File: config.mk
export PLATFORM = sky130hd
export DESIGN_NAME = siewb_ram
export DESIGN_NICKNAME = d
export VERILOG_FILES = /design/src/sv/small_isa_execute_writeback_unit_assert.svh /design/src/sv/siewb_ram.sv
export SDC_FILE = /design/constraint.sdc
export NUM_CORES = 1
export LEC_CHECK = 0
export ABC_AREA = 0
export ABC_CLOCK_PERIOD_IN_PS = 3000
export BUFFER_PORTS_ARGS = -buffer_cell sky130_fd_sc_hd__buf_4
export CELL_PAD_IN_SITES_DETAIL_PLACEMENT = 1
export CELL_PAD_IN_SITES_GLOBAL_PLACEMENT = 1
export CORE_ASPECT_RATIO = 1.25
export CORE_MARGIN = 1
export CORE_UTILIZATION = 40
export DETAILED_ROUTE_END_ITERATION = 7
export GPL_ROUTABILITY_DRIVEN = 0
export GPL_TIMING_DRIVEN = 0
export PLACE_DENSITY = 0.58
export SYNTH_ARGS = -nofsm -noshare
export SYNTH_HDL_FRONTEND = slang
export SYNTH_SLANG_ARGS = --single-unit
export TNS_END_PERCENT = 50
File: constraint.sdc
create_clock -name clock -period 3 [get_ports clock]
set_input_delay 0.3 -clock clock [delete_from_list [all_inputs] [get_ports clock]]
set_output_delay 0.3 -clock clock [all_outputs]
set_load 0.005 [all_outputs]
File: src/sv/small_isa_execute_writeback_unit_assert.svh
// ----------------------------------------------------------------------------
// small_isa_execute_writeback_unit_assert.svh
// Assertion macros for the execute/writeback unit.
// ----------------------------------------------------------------------------
`ifndef SMALL_ISA_EXECUTE_WRITEBACK_UNIT_ASSERT_SVH
`define SMALL_ISA_EXECUTE_WRITEBACK_UNIT_ASSERT_SVH

// same-cycle implication
`define SIEWB_ASSERT_IMP(lbl, clk, rst, ante, cons, msg) \
   lbl: assert property (@(posedge clk) disable iff (rst) (ante) |-> (cons)) \
      else $error(msg);

// next-cycle implication
`define SIEWB_ASSERT_NXT(lbl, clk, rst, ante, cons, msg) \
   lbl: assert property (@(posedge clk) disable iff (rst) (ante) |=> (cons)) \
      else $error(msg);

`endif

File: src/sv/siewb_ram.sv
// ----------------------------------------------------------------------------
// siewb_ram
// Generic single-write, single-read RAM with registered read data.
// ----------------------------------------------------------------------------
module siewb_ram #(
   parameter int WIDTH = 32,
   parameter int DEPTH = 32
) (
   input  logic                     clock,
   input  logic                     wr_en,
   input  logic [$clog2(DEPTH)-1:0] wr_addr,
   input  logic [WIDTH-1:0]         wr_data,
   input  logic [$clog2(DEPTH)-1:0] rd_addr,
   output logic [WIDTH-1:0]         rd_data
);

   logic [WIDTH-1:0] mem_ff [DEPTH];
   logic [WIDTH-1:0] rd_data_ff;

   always_ff @(posedge clock) begin
      if (wr_en) begin
         mem_ff[wr_addr] <= wr_data;
      end
      rd_data_ff <= mem_ff[rd_addr];
   end

   assign rd_data = rd_data_ff;

endmodule
==> impl_metrics.py, run 1 <==
metrics = {
    "sta": {
        "timing.hold.ws_ps": 49.1,
        "fmax_mhz": 431,
        "post-route-period-util_pct": 77.3,
        "final-max-slew-violation-count": 0,
        "tightest_slew_ps": 1280,
        "hold_viol": 0,
        "rsz0062_at_grt": "false",
        "period_needed_ps": 2320,
        "setup-violations-final": 0,
        "slew_headroom_pct": 15.0,
        "fin_skew_ps": 16.2,
    },
    "global_routing": {
        "grt_max_degree": 33,
        "grt_usage_pct": 21.4,
        "grt_pass1_vias": 22743,
        "grt_pass1_wl_um": 156000,
        "gr-total-overflow": 0,
        "antenna_found_initial": 2,
    },
    "clock_network": {
        "cts_resized": 0,
        "cts_made_buffers": 102,
        "cts_buffer_depth": 3,
        "cts_root_buf": "clkbuf_16",
        "cts_tree": "built",
        "cts.htree.levels": 3,
        "clock-sinks": 1056,
        "clk_latency_ps": 680,
        "clkTransAtPathRegs_ps": 60,
    },
    "critical_path": {
        "path_class": "in -> reg",
        "rr_startpoint": "mem_ff[1][11]",
        "worst-path-stages": 4,
        "reg2reg_depth": 5,
        "cp-startpoint": "wr_addr[1]",
        "start_kind": "input pin",
        "critPathRequiredTime_ps": 3380,
        "crit_path_max_incr_delay_ps": 1130,
        "cp_max_fo": 17,
        "path_buf_inv": 2,
        "rrSetupSlack_ps": 1210,
        "r2r_end": "rd_data[11]",
        "cp_top_family": "simple AND/OR/NAND/NOR gates",
        "cp.arrival_ps": 2700,
        "crit_end": "mem_ff[17][23]",
        "worst_setup_path_end_kind": "register",
        "path_cells": "buf_4 -> nand3b_1 -> nor2_4 -> buf_16",
        "crit_slowest_cell": "nor2_4",
    },
    "placement": {
        "place.port_buffers": 74,
        "dp_hpwl_um": 71600,
    },
    "layout": {
        "final_cell_mix": "edfxtp_1 (1024), mux2i_1 (512), buf_4 (107), clkbuf_16 (105)",
        "multiInputGateArea_mm2": 0.00858,
        "nNetsFinal": 2515,
        "final_common_cell": "edfxtp_1",
        "utilization_pct": 46.9,
        "seq_area_mm2": 0.0314,
        "drive_gt1_share_pct": 14.3,
        "syn2layout_area_growth_pct": 16.3,
        "fillers": 9329,
    },
    "yosys": {
        "yosys_warnings": 0,
        "ys_seq_area_share_pct": 77.5,
        "avgSynthCellArea_um2": 17.9,
        "ys_seq_elements": 1056,
        "syn-num-nets": 2304,
        "ys_types": 25,
        "syn_inst": 2260,
        "syn_area_mm2": 0.0405,
    },
    "floorplanning": {
        "num_rows": 130,
        "dieWidth_um": 287,
        "ioPinCount": 76,
        "die-height_um": 358,
        "dieArea_mm2": 0.102,
        "initial_core_util_pct": 40.3,
        "core_area_mm2": 0.100,
    },
    "drt": {
        "firstDrtPassIters": 5,
        "routed_via_density": 5.47,
        "drcViolationCount": 0,
        "routed_wl_um": 109000,
        "drt_iter0_markers": 1438,
        "detail-route-antenna-nets": 0,
        "wl_per_cell_um": 28.1,
        "vias": 21213,
    },
    "pwr": {
        "p_leak_nw": 16.3,
        "vdd_drop_max_mv": 0.396,
        "p_per_area_mw_per_mm2": 665,
    },
    "run_status": {
        "status": "completed",
    },
    "flow_run": {
        "maxCapViolations": 0,
    },
    "hold_path": {
        "hold_path_class": "in -> reg",
    },
}
## area by class of cell
| cell class | instances | area share, % |
|---|---|---|
| Antenna cell | 4 | 0.0213 |
| Sequential cell | 1056 | 66.7 |
| Clock inverter | 65 | 1.40 |
| Clock buffer | 125 | 5.85 |
| Buffer | 127 | 1.60 |
| Tap cell | 1320 | 3.51 |
| Multi-Input combinational cell | 1077 | 18.2 |
| Timing Repair Buffer | 107 | 2.69 |
## kinds of logic (layout without fill, tap and decap cells)
logic type	count (synthesis)	count (layout)	share of synthesized area (%)
AOI/OAI and AO/OA	288	288	4.85
buffers and inverters	127	424	1.86
DFF	1056	1056	77.5
muxes	512	512	12.7
other	0	4	0
and+or+nand+nor	277	277	3.10
## sequential cells by signal (all words and copies together) (netlist names)
| signal | count |
|---|---|
| mem_ff | 1024 |
| rd_data | 32 |
## Yosys cell counts
master,instances,share of area (%)
nand3b_1,5,0.093
a22oi_1,96,1.8
and2b_1,1,0.019
nor2b_1,1,0.015
nand3_1,98,1.2
clkbuf_4,2,0.037
a22o_1,64,1.4
buf_2,26,0.32
edfxtp_1,1024,76
nor2_1,34,0.32
nand2b_1,2,0.031
dfxtp_1,32,1.6
or2_2,1,0.015
clkbuf_1,46,0.43
nand2_1,98,0.91
buf_1,5,0.046
buf_6,15,0.42
a31oi_1,32,0.49
a21oi_1,96,1.2
or3_1,1,0.015
or3b_2,3,0.065
buf_4,33,0.61
mux2i_1,512,13
nor3_1,32,0.40
and2_1,1,0.015
## worst register-to-register path: stages (launching register included)
cell	delay (ps)
edfxtp_1	370
mux2i_1	140
a22o_1	160
nor3_1	70
a31oi_1	520
nand3_1	330
## how the worst min path moves through the flow
| stage | slack [ps] | depth (start not counted) | to | start |
|---|---|---|---|---|
| 2_1_floorplan | 400 | 0 | mem_ff[0][0] | wr_data[0] |
| 3_3_place_gp | 600 | 4 | rd_data[24] | mem_ff[10][24] |
| 3_5_place_dp | 620 | 4 | rd_data[24] | mem_ff[11][24] |
| 4_1_cts | 1 | 1 | mem_ff[9][31] | wr_data[31] |
| 5_1_grt | 30 | 1 | mem_ff[8][31] | wr_data[31] |
| 6_report | 50 | 1 | mem_ff[8][31] | wr_data[31] |
## metrics by stage
step | TNS, ps | total power [mW] | std cells | area, µm² | setup WS, ps
after floorplan | 0 | 17.6 | 2260 | 40500 | 266
after global placement | -1346810 | 18.4 | 3654 | 42700 | -1950
after detailed placement | 0 | 18.5 | 3686 | 43600 | 16.0
after CTS | 0 | 31.6 | 3877 | 47100 | 756
after global routing | 0 | 32.2 | 3877 | 47100 | 643
final | 0 | 31.3 | 3881 | 47100 | 680
## power breakdown
group	switching, mW	total (mW)	internal (mW)
sequential	0.0560	16.5	16.4
clock	5.43	13.1	7.69
combinational	1.17	1.75	0.574
total	6.66	31.3	24.7
## timing repair
item / 4_1_cts / 5_1_grt
hold buffers: 1 / 0
hold endpoints to repair: 1 / 0
buffers inserted: 0 / 0
## layer usage
metal / track usage, % / vias up / wire length (µm)
met5: 0 / - / 9
met4: 6.68 / 2 / 2760
met3: 2.81 / 161 / 4300
met2: 39.1 / 447 / 57900
met1: 26.1 / 11202 / 44100
li1: - / 9401 / -
No activity file was read; power rests on OpenSTA's default activity.
==> run 2: changes to the inputs <==
ABC_CLOCK_PERIOD_IN_PS = 2200   (was 3000)
clock period = 2.2 ns   (was 3 ns; I/O delays follow)
==> run 2 against run 1 <==
Net effect:
- sequential share of layout area is 0.27 points lower
- combinational power up 38%
- non-clock buffer count rose by 31
- critical endpoint is now rd_data[14]
==> impl_metrics.py, run 2 (synthesis results as in run 1) <==
metrics = {
    "run_status": {
        "status": "completed",
    },
    "critical_path": {
        "rrSetupSlack_ps": 370,
        "crit_path_max_incr_delay_ps": 570,
        "cp_top_family": "buffers and inverters",
        "worst_setup_path_end_kind": "register",
        "cp_max_fo": 10,
        "path_cells": "buf_4 -> nor2_1 -> buf_2 -> clkbuf_1 -> a22o_1 -> nor3_1 -> a31oi_1 -> nand3_1",
        "critPathRequiredTime_ps": 2660,
        "start_kind": "input pin",
        "path_class": "in -> reg",
        "crit_slowest_cell": "clkbuf_1",
        "path_buf_inv": 3,
        "cp.arrival_ps": 2560,
    },
    "clock_network": {
        "cts_tree": "built",
        "cts_root_buf": "clkbuf_16",
        "cts_resized": 0,
        "clk_latency_ps": 690,
        "cts.htree.levels": 3,
        "clkTransAtPathRegs_ps": 60,
        "cts_setup_buffers": 0,
        "hold_buffers": 32,
        "cts_buffer_depth": 3,
        "cts_made_buffers": 102,
        "clock-sinks": 1056,
    },
    "global_routing": {
        "grt_pass1_wl_um": 156000,
        "grt_max_degree": 33,
        "antenna_found_initial": 3,
        "grt_usage_pct": 21.3,
        "gr-total-overflow": 0,
        "grt_pass1_vias": 22562,
    },
    "drt": {
        "m1WireLength_um": 44400,
        "vias": 21194,
        "wl_per_cell_um": 27.9,
        "routed_via_density": 5.42,
        "routed_wl_um": 109000,
        "top_layer": "met5",
        "drt_iter0_markers": 1329,
        "drcViolationCount": 0,
        "wl_met3_um": 3710,
        "firstDrtPassIters": 5,
        "met2_length_um": 58500,
        "detail-route-antenna-nets": 0,
    },
    "sta": {
        "setup-violations-final": 0,
        "final-max-slew-violation-count": 0,
        "period_needed_ps": 2100,
        "hold_viol": 0,
        "fin_skew_ps": 18.2,
        "rsz0062_at_grt": "false",
        "post-route-period-util_pct": 95.3,
        "tightest_slew_ps": 1190,
        "slew_headroom_pct": 20.8,
        "fmax_mhz": 477,
        "tns_ps": 0,
    },
    "layout": {
        "largest_reg_flops": 1024,
        "utilization_pct": 47.1,
        "layout.cells.non_filler": 3911,
        "regMostFlops": "mem_ff",
        "nNetsFinal": 2546,
        "final_common_cell": "edfxtp_1",
        "drive_gt1_share_pct": 14.1,
        "fillers": 9332,
        "syn2layout_area_growth_pct": 16.7,
        "final_cell_mix": "edfxtp_1 (1024), mux2i_1 (512), buf_4 (107), clkbuf_16 (106)",
    },
    "hold_path": {
        "hold_path_class": "in -> reg",
    },
    "floorplanning": {
        "core_area_mm2": 0.100,
        "dieArea_mm2": 0.102,
        "dieWidth_um": 287,
        "die-height_um": 358,
        "ioPinCount": 76,
        "num_rows": 130,
        "initial_core_util_pct": 40.3,
    },
    "pwr": {
        "p_per_area_mw_per_mm2": 896,
        "vdd_drop_max_mv": 0.557,
        "p_leak_nw": 16.4,
    },
    "placement": {
        "place.port_buffers": 74,
        "dp_hpwl_um": 71900,
        "dp_cells": 3686,
    },
    "flow_run": {
        "maxCapViolations": 0,
    },
}
run 2: layer usage:
metal,track usage [%],vias up
met5,0,-
li1,-,9466
met4,6.72,2
met3,2.30,128
met2,39.4,419
met1,26.0,11179
run 2: area by class of cell:
| type | instances | area [µm²] | area share (%) |
|---|---|---|---|
| buffer | 127 | 753 | 1.59 |
| timing repair buffer | 138 | 1560 | 3.30 |
| clock buffer | 134 | 2770 | 5.86 |
| antenna | 2 | 5.00 | 0.0106 |
| multi-input combinational | 1077 | 8580 | 18.2 |
| clock inverter | 57 | 548 | 1.16 |
| sequential | 1056 | 31400 | 66.4 |
| tap | 1320 | 1650 | 3.49 |
run 2: final timing paths:
kind,startpoint,end,depth (start not counted)
max,rd_addr[1],rd_data[14],8
max reg2reg,mem_ff[3][14],rd_data[14],5
min,rd_addr[3],rd_data[0],5
min reg2reg,mem_ff[11][24],rd_data[24],4
run 2: report_power, final:
part	leakage [nW]	total, mW	internal, mW	switching (mW)
clock network	1.62	17.5	10.0	7.47
registers	9.49	22.4	22.4	0.0799
logic	5.28	2.42	0.818	1.60
total	16.4	42.4	33.2	9.15
run 2: worst min-delay path, delay by kind of cell:
family | cells | cell delay, ps
buf+inv | 1 | 150
compound gates | 1 | 70
simple gates | 3 | 410
run 2: metrics by stage:
step | area (µm²) | power (mW) | hold slack [ps] | setup WS (ps)
5_1_grt | 47300 | 43.5 | 292 | 85.0
6_report | 47300 | 42.4 | 235 | 103
3_5_place_dp | 43600 | 25.3 | 603 | -545
4_1_cts | 47300 | 42.7 | 190 | 194
2_1_floorplan | 40500 | 24.0 | 319 | -454
3_3_place_gp | 42700 | 25.2 | 592 | -2380
==> run 3: changes to the inputs <==
CORE_UTILIZATION = 35   (was 40)
HOLD_SLACK_MARGIN = 0.08   (was default)
MAX_ROUTING_LAYER = met4   (was default)
PLACE_DENSITY = 0.52   (was 0.58)
==> run 3 against run 2 <==
Net effect:
- hold slack better by 55 ps
- design area is 0.21% higher
- wire length grew 3.7%
- power fell by 1.3%
- clock power fell by 3%
- register-to-register slack better by 50 ps
- die area is 14% higher
- critical endpoint is now rd_data[8]
==> impl_metrics.py, run 3 (synthesis results as in run 1) <==
metrics = {
    "run_status": {
        "status": "completed",
    },
    "global_routing": {
        "gr-total-overflow": 0,
        "grt_usage_pct": 19.9,
        "grt_max_degree": 33,
        "grt_pass1_vias": 22835,
        "grt_pass1_wl_um": 160000,
        "antenna_found_initial": 5,
    },
    "layout": {
        "final_cell_mix": "edfxtp_1 (1024), mux2i_1 (512), buf_4 (107), clkbuf_16 (105)",
        "largest_reg_flops": 1024,
        "nNetsFinal": 2547,
        "final_common_cell": "edfxtp_1",
        "utilization_pct": 41.3,
        "seq_area_mm2": 0.0314,
        "drive_gt1_share_pct": 13.9,
        "syn2layout_area_growth_pct": 17.0,
        "multiInputGateArea_mm2": 0.00858,
        "regMostFlops": "mem_ff",
        "fillers": 11079,
    },
    "clock_network": {
        "cts_buffer_depth": 3,
        "cts_root_buf": "clkbuf_16",
        "cts_made_buffers": 103,
        "clk_latency_ps": 690,
        "cts_setup_buffers": 0,
        "clock-sinks": 1056,
        "cts.htree.levels": 3,
        "hold_buffers": 32,
        "cts_resized": 0,
        "clkTransAtPathRegs_ps": 60,
        "cts_tree": "built",
    },
    "pwr": {
        "p_leak_nw": 16.3,
        "vdd_drop_max_mv": 0.578,
        "p_per_area_mw_per_mm2": 882,
        "total_power_mw": 41.8,
    },
    "drt": {
        "top_layer": "met4",
        "met2_length_um": 59500,
        "vias": 21128,
        "m1WireLength_um": 46600,
        "drt_iter0_markers": 1379,
        "firstDrtPassIters": 5,
        "wl_met3_um": 3920,
        "detail-route-antenna-nets": 0,
        "routed_via_density": 5.19,
        "drcViolationCount": 0,
        "routed_wl_um": 113000,
        "wl_per_cell_um": 27.8,
    },
    "sta": {
        "period_needed_ps": 2090,
        "final-max-slew-violation-count": 0,
        "post-route-period-util_pct": 95.2,
        "timing.hold.ws_ps": 290,
        "slew_headroom_pct": 24.2,
        "tightest_slew_ps": 1140,
        "setup-violations-final": 0,
        "hold_viol": 0,
        "rsz0062_at_grt": "false",
        "fmax_mhz": 478,
        "fin_skew_ps": 21.7,
    },
    "floorplanning": {
        "dieWidth_um": 306,
        "num_rows": 139,
        "die-height_um": 382,
        "core_area_mm2": 0.115,
        "ioPinCount": 76,
        "initial_core_util_pct": 35.3,
        "dieArea_mm2": 0.117,
    },
    "hold_path": {
        "hold_path_class": "in -> reg",
    },
    "critical_path": {
        "path_class": "in -> reg",
        "worst_setup_path_end_kind": "register",
        "cp.arrival_ps": 2600,
        "cp_max_fo": 10,
        "start_kind": "input pin",
        "critPathRequiredTime_ps": 2700,
    },
    "placement": {
        "place.port_buffers": 74,
        "dp_hpwl_um": 76000,
    },
    "flow_run": {
        "maxCapViolations": 0,
    },
}
run 3: changes by cell type in the layout (fill, tap and decap cells not counted), moves of 4 or more:
cell | previous run | this run
buf_12 | 26 | 22
buf_16 | 6 | 10
bufinv_16 | 10 | 5
clkbuf_1 | 73 | 83
clkbuf_8 | 1 | 5
clkinv_1 | 16 | 12
clkinv_2 | 23 | 19
run 3: final cells by class:
type | count | area share [%]
flip-flops and latches | 1056 | 66.3
multi-input cells | 1077 | 18.1
clock buffers | 147 | 5.99
well taps | 1480 | 3.91
repair buffers | 138 | 3.36
plain buffers | 127 | 1.59
clock inverters | 43 | 0.737
diodes | 3 | 0.0159
run 3: worst max-delay path, stage by stage:
cell      delay (ps)
buf_4            140
nor2_1           150
buf_2            320
clkbuf_1         570
a22o_1           310
nor3_1            90
a31oi_1          580
nand3_1          200
run 3: where the power goes:
| group | internal (mW) | total [mW] | switching, mW |
|---|---|---|---|
| Combinational | 0.820 | 2.44 | 1.62 |
| Sequential | 22.4 | 22.4 | 0.0778 |
| Clock | 9.53 | 16.9 | 7.37 |
run 3: final timing paths:
path	startpoint	to	slack, ps	cells after the start
hold / removal	rd_addr[3]	rd_data[31]	290	5
hold reg to reg	mem_ff[27][22]	rd_data[22]	620	4
setup reg to reg	mem_ff[2][14]	rd_data[14]	420	5
setup / recovery	rd_addr[1]	rd_data[8]	110	8
run 3: through the flow:
| step | cells | instance area (µm²) | TNS, ps | setup slack [ps] |
|---|---|---|---|---|
| 6_report | 4071 | 47400 | 0 | 106 |
| 3_5_place_dp | 3846 | 43800 | -276200 | -603 |
| 2_1_floorplan | 2260 | 40500 | -213980 | -454 |
| 4_1_cts | 4068 | 47400 | 0 | 128 |
| 5_1_grt | 4069 | 47400 | 0 | 63.0 |
| 3_3_place_gp | 3814 | 42900 | -2066690 | -2520 |
run 3: routing by layer:
layer / global-route usage, % / vias to the layer above
met5: - / -
met4: 6.83 / 0
met3: 2.25 / 150
met2: 35.0 / 405
met1: 23.5 / 11113
li1: - / 9460
